--- config.mk ---
export PLATFORM = sky130hd
export DESIGN_NAME = periodic_timer_slot_pool_core
export DESIGN_NICKNAME = d
export VERILOG_FILES = /design/src/rtl/ptsp_pkg.sv /design/src/rtl/periodic_timer_slot_pool_core.sv
export SDC_FILE = /design/constraint.sdc
export NUM_CORES = 1
export LEC_CHECK = 0
export BUFFER_PORTS_ARGS = -buffer_cell sky130_fd_sc_hd__buf_2
export CORE_UTILIZATION = 61
export DETAILED_ROUTE_END_ITERATION = 8
export PLACE_DENSITY = 0.79
export SYNTH_ARGS = -nofsm -noshare
export SYNTH_HDL_FRONTEND = slang
export SYNTH_SLANG_ARGS = --single-unit
--- constraint.sdc ---
create_clock -name i_clk -period 3.17 [get_ports i_clk]
set_input_delay 0 -clock i_clk [delete_from_list [all_inputs] [get_ports i_clk]]
set_output_delay 0 -clock i_clk [all_outputs]
set_load 0.05 [all_outputs]
--- src/rtl/ptsp_pkg.sv ---
`default_nettype none

package ptsp_pkg;

    localparam int unsigned REQ_W    = 3;
    localparam int unsigned SLOT_W   = 3;
    localparam int unsigned PERIOD_W = 16;
    localparam int unsigned COUNT_W  = 16;
    localparam int unsigned FIRE_W   = 8;
    localparam int unsigned BITCNT_W = $clog2(COUNT_W);

    localparam int unsigned S_TDATA_W = 24;
    localparam int unsigned M_TDATA_W = 32;

    typedef enum logic [REQ_W-1:0] {
        REQ_TICK    = 3'd0,
        REQ_CREATE  = 3'd1,
        REQ_DESTROY = 3'd2,
        REQ_START   = 3'd3,
        REQ_STOP    = 3'd4
    } t_req;

    typedef enum logic [3:0] {
        S_IDLE  = 4'b0001,
        S_FETCH = 4'b0010,
        S_DIV   = 4'b0100,
        S_EMIT  = 4'b1000
    } t_state;

endpackage

`default_nettype wire

--- src/rtl/periodic_timer_slot_pool_core.sv ---
`default_nettype none

// Pool of NUM_SLOTS periodic timer slots driven by one request per stream item,
// each request answered by exactly one result. Create, destroy, start, stop and
// unknown requests go from acceptance to the emit state and then to the output
// register. A tick visits every slot in turn: a single bit-serial remainder
// unit is shared by all slots, fetching a slot's period in the fetch state and
// then shifting the tick count through it one bit per cycle. A request is
// taken only while no other is in work; a finished result waits in the output
// register. A period of zero never fires; slots at index 8 and above take part
// in create and tick but cannot be addressed and do not show in the fire mask.
module periodic_timer_slot_pool_core #(
    parameter int unsigned NUM_SLOTS = 8
) (
    input  wire logic                            i_clk,
    input  wire logic                            i_rst_n,
    input  wire logic                            s_axis_tvalid,
    output logic                                 s_axis_tready,
    // req_type[2:0], slot[5:3], period[21:6], zero[23:22]
    input  wire logic [ptsp_pkg::S_TDATA_W-1:0] s_axis_tdata,
    output logic                                 m_axis_tvalid,
    input  wire logic                            m_axis_tready,
    // alloc_ok[0], alloc_slot[3:1], fire_mask[11:4], tick_count[27:12], zero[31:28]
    output logic [ptsp_pkg::M_TDATA_W-1:0]       m_axis_tdata
);
    import ptsp_pkg::*;

    localparam int unsigned SW = (NUM_SLOTS > 1) ? $clog2(NUM_SLOTS) : 1;

    t_state                r_state;
    logic [NUM_SLOTS-1:0]  r_used;
    logic [NUM_SLOTS-1:0]  r_run;
    logic [PERIOD_W-1:0]   r_period [NUM_SLOTS];
    logic [COUNT_W-1:0]    r_count;
    logic [SW-1:0]         r_idx;
    logic [BITCNT_W-1:0]   r_bitcnt;
    logic [PERIOD_W-1:0]   r_div_p;
    logic                  r_act;
    logic [COUNT_W-1:0]    r_dvd;
    logic [PERIOD_W-1:0]   r_rem;
    logic [FIRE_W-1:0]     r_fire;
    logic                  r_ok;
    logic [SLOT_W-1:0]     r_gslot;
    logic                  r_out_valid;
    logic [M_TDATA_W-1:0]  r_out_data;

    logic                  n_accept;
    logic [REQ_W-1:0]      n_req;
    logic [SLOT_W-1:0]     n_slot;
    logic [PERIOD_W-1:0]   n_period;
    logic [7:0]            n_slot_ext;
    logic [SW-1:0]         n_slot_idx;
    logic                  n_slot_ok;
    logic                  n_free_found;
    logic [SW-1:0]         n_free_idx;
    logic [PERIOD_W:0]     n_rem_sh;
    logic [PERIOD_W:0]     n_rem_sub;
    logic [PERIOD_W-1:0]   n_rem;
    logic                  n_hit;
    logic                  n_last_bit;
    logic                  n_last_slot;
    logic                  n_emit;

    assign s_axis_tready = (r_state == S_IDLE);
    assign n_accept      = s_axis_tvalid && s_axis_tready;
    assign n_req         = s_axis_tdata[2:0];
    assign n_slot        = s_axis_tdata[5:3];
    assign n_period      = s_axis_tdata[21:6];
    assign n_slot_ext    = {5'd0, n_slot};
    assign n_slot_idx    = n_slot_ext[SW-1:0];
    assign n_slot_ok     = (32'(n_slot) < NUM_SLOTS);

    always_comb begin
        n_free_found = 1'b0;
        n_free_idx   = '0;
        for (int i = NUM_SLOTS - 1; i >= 0; i--) begin
            if (!r_used[i]) begin
                n_free_found = 1'b1;
                n_free_idx   = SW'(i);
            end
        end
    end

    assign n_rem_sh    = {r_rem, r_dvd[COUNT_W-1]};
    assign n_rem_sub   = n_rem_sh - {1'b0, r_div_p};
    assign n_rem       = (n_rem_sh >= {1'b0, r_div_p}) ? n_rem_sub[PERIOD_W-1:0]
                                                       : n_rem_sh[PERIOD_W-1:0];
    assign n_last_bit  = (r_bitcnt == BITCNT_W'(COUNT_W - 1));
    assign n_last_slot = (r_idx == SW'(NUM_SLOTS - 1));
    assign n_hit       = r_act && (r_div_p != '0) && (n_rem == '0);
    assign n_emit      = !r_out_valid || m_axis_tready;

    always_ff @(posedge i_clk) begin
        if (!i_rst_n) begin
            r_state     <= S_IDLE;
            r_used      <= '0;
            r_run       <= '0;
            r_count     <= '0;
            r_out_valid <= 1'b0;
        end else begin
            if ((r_state == S_EMIT) && n_emit) begin
                r_out_valid <= 1'b1;
            end else if (m_axis_tready) begin
                r_out_valid <= 1'b0;
            end
            unique case (r_state)
                S_IDLE: begin
                    if (n_accept) begin
                        r_state <= (n_req == REQ_TICK) ? S_FETCH : S_EMIT;
                        case (n_req)
                            REQ_TICK: begin
                                r_count <= r_count + 1'b1;
                            end
                            REQ_CREATE: begin
                                if (n_free_found) begin
                                    r_used[n_free_idx] <= 1'b1;
                                    r_run[n_free_idx]  <= 1'b0;
                                end
                            end
                            REQ_DESTROY: begin
                                if (n_slot_ok) begin
                                    r_used[n_slot_idx] <= 1'b0;
                                end
                            end
                            REQ_START: begin
                                if (n_slot_ok) begin
                                    r_run[n_slot_idx] <= 1'b1;
                                end
                            end
                            REQ_STOP: begin
                                if (n_slot_ok) begin
                                    r_run[n_slot_idx] <= 1'b0;
                                end
                            end
                            default: begin
                            end
                        endcase
                    end
                end
                S_FETCH: begin
                    r_state <= S_DIV;
                end
                S_DIV: begin
                    if (n_last_bit) begin
                        r_state <= n_last_slot ? S_EMIT : S_FETCH;
                    end
                end
                S_EMIT: begin
                    if (n_emit) begin
                        r_state <= S_IDLE;
                    end
                end
                default: begin
                    r_state <= S_IDLE;
                end
            endcase
        end
    end

    always_ff @(posedge i_clk) begin
        unique case (r_state)
            S_IDLE: begin
                r_fire <= '0;
                r_idx  <= '0;
                if (n_accept && (n_req == REQ_CREATE) && n_free_found) begin
                    r_period[n_free_idx] <= n_period;
                    r_ok                 <= 1'b1;
                    r_gslot              <= SLOT_W'({3'd0, n_free_idx});
                end else begin
                    r_ok    <= 1'b0;
                    r_gslot <= '0;
                end
            end
            S_FETCH: begin
                r_div_p  <= r_period[r_idx];
                r_act    <= r_used[r_idx] && r_run[r_idx];
                r_dvd    <= r_count;
                r_rem    <= '0;
                r_bitcnt <= '0;
            end
            S_DIV: begin
                r_rem    <= n_rem;
                r_dvd    <= {r_dvd[COUNT_W-2:0], 1'b0};
                r_bitcnt <= r_bitcnt + 1'b1;
                if (n_last_bit) begin
                    r_fire <= r_fire | (FIRE_W'(n_hit) << r_idx);
                    r_idx  <= r_idx + 1'b1;
                end
            end
            S_EMIT: begin
                if (n_emit) begin
                    r_out_data <= {4'd0, r_count, r_fire, r_gslot, r_ok};
                end
            end
            default: begin
            end
        endcase
    end

    assign m_axis_tvalid = r_out_valid;
    assign m_axis_tdata  = r_out_data;

endmodule

`default_nettype wire
==> flow_metrics.env <==
export IMPL_rsz0062_at_grt="true"
export IMPL_drt_iter0_drc=597
export IMPL_hold_path_class="input port to flop"
export IMPL_worstPathMaxFanout=4
export IMPL_routed_wl_met2_mm=11.85
export IMPL_vias=7556
export IMPL_n_fill_cell=1084
export IMPL_worst_clock_skew_ns=0.01110
export IMPL_synth_area_leaders="edfxtp_1 (58%), mux4_2 (6.4%), dfxtp_1 (6.4%), nand2_1 (3.5%), ha_1 (2.2%)"
export IMPL_clk_pin_slew_ns=0.07
export IMPL_cts_tree="yes"
export IMPL_layoutNonFillerInstCount=1236
export IMPL_drive_gt1_share_pct=24.33
export IMPL_finalCriticalPeriod_ns=3.174
export IMPL_r2r_cells=12
export IMPL_synth_cell_types=67
export IMPL_dp_cells=1154
export IMPL_rows=49
export IMPL_grt_pass1_wl_mm=38.47
export IMPL_hold_viol=0
export IMPL_die_height_um=139.5
export IMPL_clockRootBuffer="clkbuf_16"
export IMPL_holdPathEnd="r_used[0]$_SDFFE_PN0P_"
export IMPL_grt_pass1_vias=7368
export IMPL_slew_viol_final=0
export IMPL_synth_edf_count=224
export IMPL_grt_max_degree=47
export IMPL_clockBufferDepth=3
export IMPL_ys_seq_area_share_pct=64.73
export IMPL_start_util_pct=63.14
export IMPL_path_class="flop to flop"
export IMPL_gp_congestion=0.8976
export IMPL_fin_crit_sh_pct=100.1
export IMPL_synthCells=856
export IMPL_design_portCount=62
export IMPL_area_delta_synth_final_pct=18.61
export IMPL_die_w_um=139.5
export IMPL_tightest_slew_ns=1.005
export IMPL_timing_rr_start="r_dvd[15]$_DFFE_PP_"
export IMPL_cts_buffers=27
export IMPL_antenna_cells=0
export IMPL_synth_top_area_share_pct=58.31
export IMPL_setup_violations=1
export IMPL_ys_ff_latch=261
export IMPL_cap_violations=0
export IMPL_hold_ws_ns=0.04830
export IMPL_hp_start="s_axis_tdata[2]"
export IMPL_clock_sinks=261
export IMPL_antenna_left=0
export IMPL_grt_total_usage_pct=25.35
export IMPL_clock_latency_ns=0.53
export IMPL_post_drt_wl_per_cell_um=19.75
export IMPL_grt_remaining_overflow=0
export IMPL_place_ws_ns=-0.03551
export IMPL_ys_warn_count=0
export IMPL_status="finished, violations left"
export IMPL_met1Wirelength_mm=10.36
export IMPL_crit_required_ns=3.53
export IMPL_powerDensity_nw_per_um2=661.4
export IMPL_drcViolationCount=0
export IMPL_highest_layer="met4"
export IMPL_rrSetupSlack_ns=-0.004
export IMPL_synthesis_area_um2=11540
export IMPL_holdPathStages=5
export IMPL_slew_headroom_pct=33.00
export IMPL_post_dp_hpwl_mm=14.54
export IMPL_dr_wl_met3_mm=1.439
export IMPL_worstReg2RegEnd="r_fire[4]$_SDFFCE_PN0P_"
export IMPL_endpoint_kind="flop"
export IMPL_core_area_um2=18270
export IMPL_arrival_ns=3.54
export IMPL_vias_per_cell=6.113
export IMPL_drt_pass1_iterations=5
export IMPL_violations="negative setup slack"
export IMPL_synthArstFlopShare_pct=0
export IMPL_power_mw=9.050
export IMPL_finalWirelength_mm=24.41
export IMPL_syn_avg_cell_area_um2=13.48
export IMPL_worst_setup_path_start_kind="flop"
export IMPL_port_buffers=55
export IMPL_setup_slack_ns=-0.003604
export IMPL_peakVddDrop_mv=0.6315
export IMPL_dieArea_um2=19470
export IMPL_h_tree_depth=1
export IMPL_synth_top_area_cell="edfxtp_1"
export IMPL_antenna_found_initial=0
export IMPL_synth_flop_cell="edfxtp_1"
export IMPL_p_leak_nw=4.834
export IMPL_fin_nets=1036
export IMPL_fmax_mhz=315.1
[per-stage QoR]
stage	area (µm²)	setup TNS, ns	util [%]
3_3_place_gp	12350	0	67.61
2_1_floorplan	11550	0	-
6_report	13680	-0.003604	74.89
4_1_cts	13520	0	74.00
3_5_place_dp	12350	-0.05269	67.61
5_1_grt	13680	-0.4207	74.89
[cells in the mapped netlist (4+ instances only)]
master / n
edfxtp_1: 224
nand2_1: 109
o21ai_0: 42
nor2_1: 40
a21oi_1: 37
dfxtp_1: 37
mux4_2: 33
inv_1: 28
nand3_1: 27
clkbuf_1: 26
and2_1: 22
ha_1: 20
mux2_2: 16
xnor2_1: 15
nand4_1: 13
o21a_1: 13
or3_1: 10
o22ai_1: 9
nor2b_1: 8
nor4_1: 8
nand2b_1: 7
xor2_1: 7
a211oi_1: 6
a21boi_0: 6
a21o_1: 6
nand3b_1: 6
o211ai_1: 6
and3_1: 5
buf_4: 5
nor3_1: 5
a31oi_1: 4
buf_2: 4
[area by class of cell]
type                    count  area [µm²]  share of cell area (%)
flip-flops and latches    261        7467                   54.57
multi-input cells         531        3955                   28.90
repair buffers            138        1003                   7.334
clock buffers              31       690.7                   5.048
well taps                 229       286.5                   2.094
clock inverters            18       175.2                   1.280
inverters                  28       105.1                  0.7681
[how the worst max path moves through the flow]
stage	start	endpoint	slack [ns]	cells after the start
2_1_floorplan	r_state[3]$_SDFFE_PN0P_	r_period[1][0]$_DFFE_PP_	0.15	8
3_3_place_gp	r_dvd[15]$_DFFE_PP_	r_fire[4]$_SDFFCE_PN0P_	0.06	11
3_5_place_dp	r_dvd[15]$_DFFE_PP_	r_fire[5]$_SDFFCE_PN0P_	-0.04	11
4_1_cts	r_div_p[0]$_DFFE_PP_	r_fire[4]$_SDFFCE_PN0P_	0.002	11
5_1_grt	r_dvd[15]$_DFFE_PP_	r_fire[4]$_SDFFCE_PN0P_	-0.09	12
6_report	r_dvd[15]$_DFFE_PP_	r_fire[4]$_SDFFCE_PN0P_	-0.004	12
[report_power, final]
group | internal [mW] | total, mW | switching [mW]
Sequential | 4.03 | 4.18 | 0.154
Clock | 1.81 | 3.11 | 1.30
Combinational | 0.767 | 1.76 | 0.989
Total | 6.61 | 9.05 | 2.44
[worst max-delay path, cell delays in order (launching register included)]
cell       delay [ns]
edfxtp_1         0.41
inv_2            0.07
ha_4             0.17
fa_2             0.37
buf_4            0.15
xor2_2           0.14
nand2_1          0.07
or3_1            0.39
a221oi_2         0.23
o2111ai_1        0.16
a2111o_1         0.50
buf_6            0.15
o31ai_2          0.19
[state kept, by name, indices dropped and copies added (netlist names)]
signal         cells
r_bitcnt           4
r_count           16
r_run              8
r_state            4
r_idx              3
r_act              1
r_ok               1
m_axis_tvalid      1
r_period         128
r_gslot            3
r_dvd             16
r_div_p           16
r_fire             8
r_rem             16
r_used             8
m_axis_tdata      28
[placed cells by master, fill, tap and decap left out, types with 6 or more instances in the layout]
cell / count
nor2b_1: 7
buf_2: 55
nand4_1: 13
a21boi_0: 6
o211ai_1: 6
buf_4: 54
nand3_1: 27
dfxtp_1: 37
mux2_2: 16
a21oi_1: 32
clkinv_2: 9
xnor2_1: 15
nand3b_1: 6
mux4_2: 33
o22ai_1: 9
o21ai_0: 36
nand2_1: 109
o21ai_1: 6
clkbuf_16: 27
xor2_1: 6
and2_1: 22
nor4_1: 6
edfxtp_1: 224
nor2_1: 40
ha_1: 16
inv_1: 27
nand2b_1: 6
o21a_1: 13
dlygate4sd3_1: 24
or3_1: 9
[cells by family (layout without fill, tap and decap cells)]
logic type      after synthesis  count (layout)  share of synthesized area, %
simple gates                277             277                         11.79
buf+inv                      67             215                         2.451
flops                       261             261                         64.73
other cells                   1               4                       0.03251
fa+ha+maj                    21              21                         2.343
xor+xnor                     22              22                         1.670
compound gates              157             157                         8.894
mux                          50              50                         8.091
[repair_timing]
action,in CTS,in global routing
hold buffers,24,0
setup buffers,3,6
endpoints found under the setup margin,6,8
pin swaps,2,12
gates resized for setup,6,31
endpoints found under the hold margin,147,0
[per-layer routing]
layer  up-vias  track usage, %
li1       3509               -
met1      3688           34.44
met2       290           42.13
met3        69           3.304
met4         0           9.591
met5         -               0
(Power assumes the default switching activity.)
